===== config.mk =====
export PLATFORM = sky130hd
export DESIGN_NAME = kfls_cell
export DESIGN_NICKNAME = d
export VERILOG_FILES = /design/src/rtl/core/kfls_pkg.sv /design/src/rtl/core/kfls_cell.sv
export SDC_FILE = /design/constraint.sdc
export NUM_CORES = 1
export LEC_CHECK = 0
export ABC_AREA = 1
export BUFFER_PORTS_ARGS = -buffer_cell sky130_fd_sc_hd__buf_2
export CAP_MARGIN = 20
export CORE_AREA = 2 2 149 151
export DETAILED_ROUTE_END_ITERATION = 6
export DIE_AREA = 0 0 151 153
export PLACE_DENSITY = 0.76
export SYNTH_ARGS = -nofsm -noshare
export SYNTH_HDL_FRONTEND = slang
export SYNTH_SLANG_ARGS = --single-unit
export TNS_END_PERCENT = 1

===== constraint.sdc =====
create_clock -name aclk -period 12.6 [get_ports aclk]
set_clock_uncertainty 0.05 [all_clocks]
set_input_delay 3.78 -clock aclk [delete_from_list [all_inputs] [get_ports aclk]]
set_output_delay 3.78 -clock aclk [all_outputs]
set_load 0.02 [all_outputs]

===== src/rtl/core/kfls_pkg.sv =====
`timescale 1ns / 1ps
// kfls_pkg: shared types and constants for the keyed floor lookup scaler
// used by kfls_cell, kfls_mul and keyed_floor_lookup_scaler_core; no dependencies

package kfls_pkg;

    localparam int TableDepthDefault = 64;

    localparam int KeyW    = 23;
    localparam int RateW   = 40;
    localparam int AmountW = 57;
    localparam int MagW    = AmountW - 1;
    localparam int StatusW = 3;
    localparam int ValueW  = 64;
    localparam int ProdW   = MagW + RateW;

    localparam logic [RateW-1:0] LimitReset = 40'd2147483647;

    typedef enum logic {
        OP_INSERT = 1'b0,
        OP_QUERY  = 1'b1
    } kfls_op_t;

    localparam logic [StatusW-1:0] ST_OK        = 3'd0;
    localparam logic [StatusW-1:0] ST_NEGATIVE  = 3'd1;
    localparam logic [StatusW-1:0] ST_TOO_LARGE = 3'd2;
    localparam logic [StatusW-1:0] ST_DUPLICATE = 3'd3;
    localparam logic [StatusW-1:0] ST_FULL      = 3'd4;

    // request token that walks the cell row, one cell per cycle
    typedef struct packed {
        logic               vld;
        kfls_op_t           op;
        logic [KeyW-1:0]    key;
        logic [RateW-1:0]   rate;
        logic [AmountW-1:0] amount;
        logic [KeyW-1:0]    best_key;
        logic [RateW-1:0]   best_rate;
        logic               have_best;
        logic               exact;
        logic               dup;
        logic               written;
    } kfls_tok_t;

endpackage


===== src/rtl/core/kfls_cell.sv =====
`timescale 1ns / 1ps
// kfls_cell: one table entry plus one stage of the request token row
// depends on kfls_pkg

module kfls_cell (
    input  logic              aclk,
    input  logic              aresetn,
    input  kfls_pkg::kfls_tok_t tok_in,
    output kfls_pkg::kfls_tok_t tok_out
);

    logic [kfls_pkg::KeyW-1:0]  key_reg;
    logic [kfls_pkg::RateW-1:0] rate_reg;
    logic                       valid_reg;
    kfls_pkg::kfls_tok_t        tok_reg;
    kfls_pkg::kfls_tok_t        tok_next;
    logic                       wr_en;

    always_comb begin
        tok_next = tok_in;
        wr_en    = 1'b0;
        if (tok_in.vld) begin
            unique case (tok_in.op)
                kfls_pkg::OP_INSERT: begin
                    if (valid_reg && key_reg == tok_in.key) begin
                        tok_next.dup = 1'b1;
                    end else if (!valid_reg && !tok_in.dup && !tok_in.written) begin
                        // slots fill in order, so every earlier slot was already checked
                        wr_en            = 1'b1;
                        tok_next.written = 1'b1;
                    end
                end
                kfls_pkg::OP_QUERY: begin
                    if (valid_reg && !tok_in.exact) begin
                        if (key_reg == tok_in.key) begin
                            tok_next.exact     = 1'b1;
                            tok_next.have_best = 1'b1;
                            tok_next.best_key  = key_reg;
                            tok_next.best_rate = rate_reg;
                        end else if (key_reg < tok_in.key &&
                                     (!tok_in.have_best || key_reg > tok_in.best_key)) begin
                            tok_next.have_best = 1'b1;
                            tok_next.best_key  = key_reg;
                            tok_next.best_rate = rate_reg;
                        end
                    end
                end
                default: begin
                    tok_next = tok_in;
                end
            endcase
        end
    end

    always_ff @(posedge aclk) begin
        if (!aresetn) begin
            valid_reg   <= 1'b0;
            tok_reg.vld <= 1'b0;
        end else begin
            tok_reg <= tok_next;
            if (wr_en) begin
                valid_reg <= 1'b1;
            end
        end
    end

    always_ff @(posedge aclk) begin
        if (wr_en) begin
            key_reg  <= tok_in.key;
            rate_reg <= tok_in.rate;
        end
    end

    assign tok_out = tok_reg;

endmodule


==> results.py <==
metrics = {
    "final_layout": {
        "largest_reg_flops": 189,
        "nFillCells": 1716,
        "drive_above_1_share_pct": 37.4,
        "final_cells": 1407,
        "finalNetCount": 1340,
        "area_delta_synth_final_pct": 29.4,
    },
    "clock_network": {
        "clockBufferDepth": 3,
        "holdBufCountCts": 0,
        "cts.sink_count": 253,
        "cts_buffers": 26,
        "cts_resized": 0,
        "root_buffer": "clkbuf_16",
        "cts_setup_buffers": 0,
        "htree_levels": 1,
        "clk_pin_slew_ns": 0.06,
        "clk_latency_ns": 0.52,
        "cts_tree": "done",
    },
    "sta": {
        "post-route-period-util_pct": 53.0,
        "setup-violations-final": 0,
        "hold_violations": 0,
        "drv_slew": 0,
        "rsz0062_at_grt": "false",
        "setup_tns_ns": 0,
        "worst_pin_slew_ns": 0.977,
        "slew_headroom_pct": 34.9,
        "period_minus_slack_ns": 6.68,
        "clock.fmax_ghz": 0.150,
    },
    "die": {
        "start_util_pct": 46.4,
        "io-pin-count": 380,
        "die_y_microns": 153,
        "dieArea_sq_mm": 0.0231,
        "die_w_microns": 151,
        "core.rowCount": 54,
        "core_sq_mm": 0.0215,
    },
    "logic_synthesis": {
        "yosys.area.top_type": "edfxtp_1",
        "yosys_warnings": 0,
        "synth_cells": 712,
        "synth_nets": 949,
        "synth_area_sq_mm": 0.00998,
        "synth_top_area_share_pct": 75.6,
        "netlist_top_cells_area": "edfxtp_1 76%, nand2_1 7.6%, ha_1 5.8%, nand3_1 3.5%, inv_1 2.6%",
        "syn_area_per_cell_sq_um": 14.0,
        "synth_seq_cells": 253,
        "yosysSeqAreaShare_pct": 76.0,
        "ys_types": 23,
    },
    "global_route": {
        "grt_max_degree": 123,
        "grtUsageMet1_pct": 24.3,
        "gr-max-usage-layer": "met2",
        "grt.overflow.total": 0,
        "grt_pass1_vias": 6743,
        "gr-usage-met2_pct": 35.8,
        "met3_usage_pct": 5.31,
        "grt_pass1_wl_microns": 36200,
        "grt_use_total_pct": 20.6,
        "antenna_found_initial": 6,
    },
    "critical_path": {
        "worstPathArrival_ns": 6.90,
        "crit_start": "tok_in[170]",
        "crit_type": "input pin to register",
        "crit_path_end_kind": "register",
        "r2r-start": "key_reg[18]$_DFFE_PP_",
        "cp.required_ns": 12.82,
        "start_kind": "input pin",
        "rrSetupSlack_ns": 8.88,
        "cp_max_fo": 63,
    },
    "place": {
        "gp_congestion": 0.802,
        "port_buffers": 379,
        "dpl.cell_count": 1355,
        "hpwl_microns": 17900,
    },
    "flow_run": {
        "drv_cap": 0,
    },
    "drt": {
        "drt-wirelength-per-cell_microns": 17.5,
        "drc": 0,
        "vias": 6833,
        "vias_per_cell": 4.86,
        "drt-total-wl_microns": 24700,
        "ant_nets": 0,
        "dr.first_iter.drc_count": 373,
        "firstDrtPassIters": 5,
    },
    "hold_path": {
        "hold_path_startpoint": "valid_reg$_SDFFE_PN0P_",
        "min_path_type": "register to register",
    },
    "pwr": {
        "sw_frac_of_total_pct": 23.6,
        "power_frac_comb_pct": 10.2,
        "pwr-share-clk_pct": 38.0,
        "leakage_nw": 5.87,
        "finalPower_mw": 1.92,
        "powerDensity_mw_per_mm2": 149,
        "p_sw_mw": 0.452,
        "internal_power_mw": 1.47,
        "ir_worst_vdd_mv": 0.120,
        "seqPwrFrac_pct": 51.8,
    },
    "outcome": {
        "status": "finished, final reports clean",
    },
}
-- final cells by class --
class                           instances  area [sq um]  area share [%]
Antenna cell                            4          10.0          0.0775
Clock inverter                         15           130            1.01
Multi-Input combinational cell        370          1970            15.3
Tap cell                              280           350            2.71
Clock buffer                           33           677            5.24
Timing Repair Buffer                  382          1930            14.9
Sequential cell                       253          7580            58.7
Inverter                               70           263            2.04
-- routing by layer --
| layer | routed length [microns] | vias up | part of all wire [%] |
|---|---|---|---|
| li1 | - | 3276 | - |
| met2 | 12300 | 326 | 50 |
| met3 | 2300 | 62 | 9.3 |
| met4 | 912 | 2 | 3.7 |
| met1 | 9130 | 3167 | 37 |
| met5 | 11 | - | 0.045 |
-- through the flow --
stage	hold slack, ns	utilization [%]	worst slack [ns]	area, sq um
2_1_floorplan	0.437	-	5.41	9980
3_3_place_gp	0.452	56.3	5.39	12100
3_5_place_dp	0.468	56.3	5.37	12100
4_1_cts	0.483	60.0	5.89	12900
5_1_grt	0.523	60.1	5.56	12900
6_report	0.482	60.1	5.92	12900
-- layout by cell type (no fill, tap or decap), types with 2 or more instances in the layout --
| cell type | Yosys | final |
|---|---|---|
| clkinvlp_4 | 0 | 2 |
| nand4_1 | 4 | 4 |
| buf_4 | 0 | 3 |
| clkbuf_1 | 0 | 7 |
| nor2_1 | 20 | 19 |
| dfxtp_1 | 2 | 2 |
| bufinv_16 | 0 | 2 |
| nand2_1 | 202 | 202 |
| nand2_4 | 2 | 2 |
| nand3_1 | 69 | 69 |
| a21o_1 | 3 | 3 |
| inv_1 | 69 | 69 |
| ha_1 | 46 | 46 |
| buf_2 | 6 | 378 |
| a21oi_1 | 14 | 14 |
| edfxtp_1 | 251 | 251 |
| diode_2 | 0 | 4 |
| nor3_1 | 2 | 2 |
| clkbuf_16 | 0 | 26 |
| clkinv_1 | 0 | 9 |
-- worst max-delay path, cell delays in order --
cell	delay, ns
buf_2	0.10
inv_1	0.05
ha_1	0.30
nand2_1	0.15
inv_1	0.06
a21oi_1	0.15
nand2_1	0.10
nand2_1	0.07
nand3_1	0.11
a21oi_4	0.69
buf_4	0.51
nand2_4	0.50
nand2_1	0.19
nand2_1	0.08
-- synthesized netlist by cell type --
| cell | number |
|---|---|
| nand3b_1 | 1 |
| inv_1 | 69 |
| dfxtp_1 | 2 |
| nand2b_1 | 1 |
| a21oi_2 | 1 |
| inv_2 | 1 |
| or2_2 | 1 |
| nand2_4 | 2 |
| ha_1 | 46 |
| o21ai_0 | 1 |
| and2_1 | 1 |
| nand4_1 | 4 |
| buf_6 | 13 |
| nand3_1 | 69 |
| buf_2 | 6 |
| nor2_1 | 20 |
| nor3_1 | 2 |
| o21bai_1 | 1 |
| nand2_1 | 202 |
| a21oi_1 | 14 |
| o21a_1 | 1 |
| edfxtp_1 | 251 |
| a21o_1 | 3 |
-- power groups by stage --
stage               Combinational [mW]  Clock, mW  Sequential (mW)
global placement                 0.193          0             1.01
floorplan                       0.0370          0             1.07
global route                     0.213      0.773            0.998
CTS                              0.198      0.741            0.995
detailed placement               0.197          0             1.01
finish                           0.196      0.729            0.994
-- final timing paths --
path                            end  cells past startpoint
max reg2reg   tok_out[17]$_DFFE_PP_                      9
min reg2reg  valid_reg$_SDFFE_PN0P_                      1
min          valid_reg$_SDFFE_PN0P_                      1
max           tok_out[17]$_DFFE_PP_                     14
-- kinds of logic (layout without fill, tap and decap cells) --
logic type / count (synthesis) / after routing / synth area share, %
other: 0 / 4 / 0
adders and majority gates: 46 / 46 / 5.77
AOI/OAI and AO/OA: 21 / 21 / 1.22
and+or+nand+nor: 303 / 303 / 12.7
DFF: 253 / 253 / 76.0
buffers and inverters: 89 / 500 / 4.40
Power figures use the tool's default switching activity.
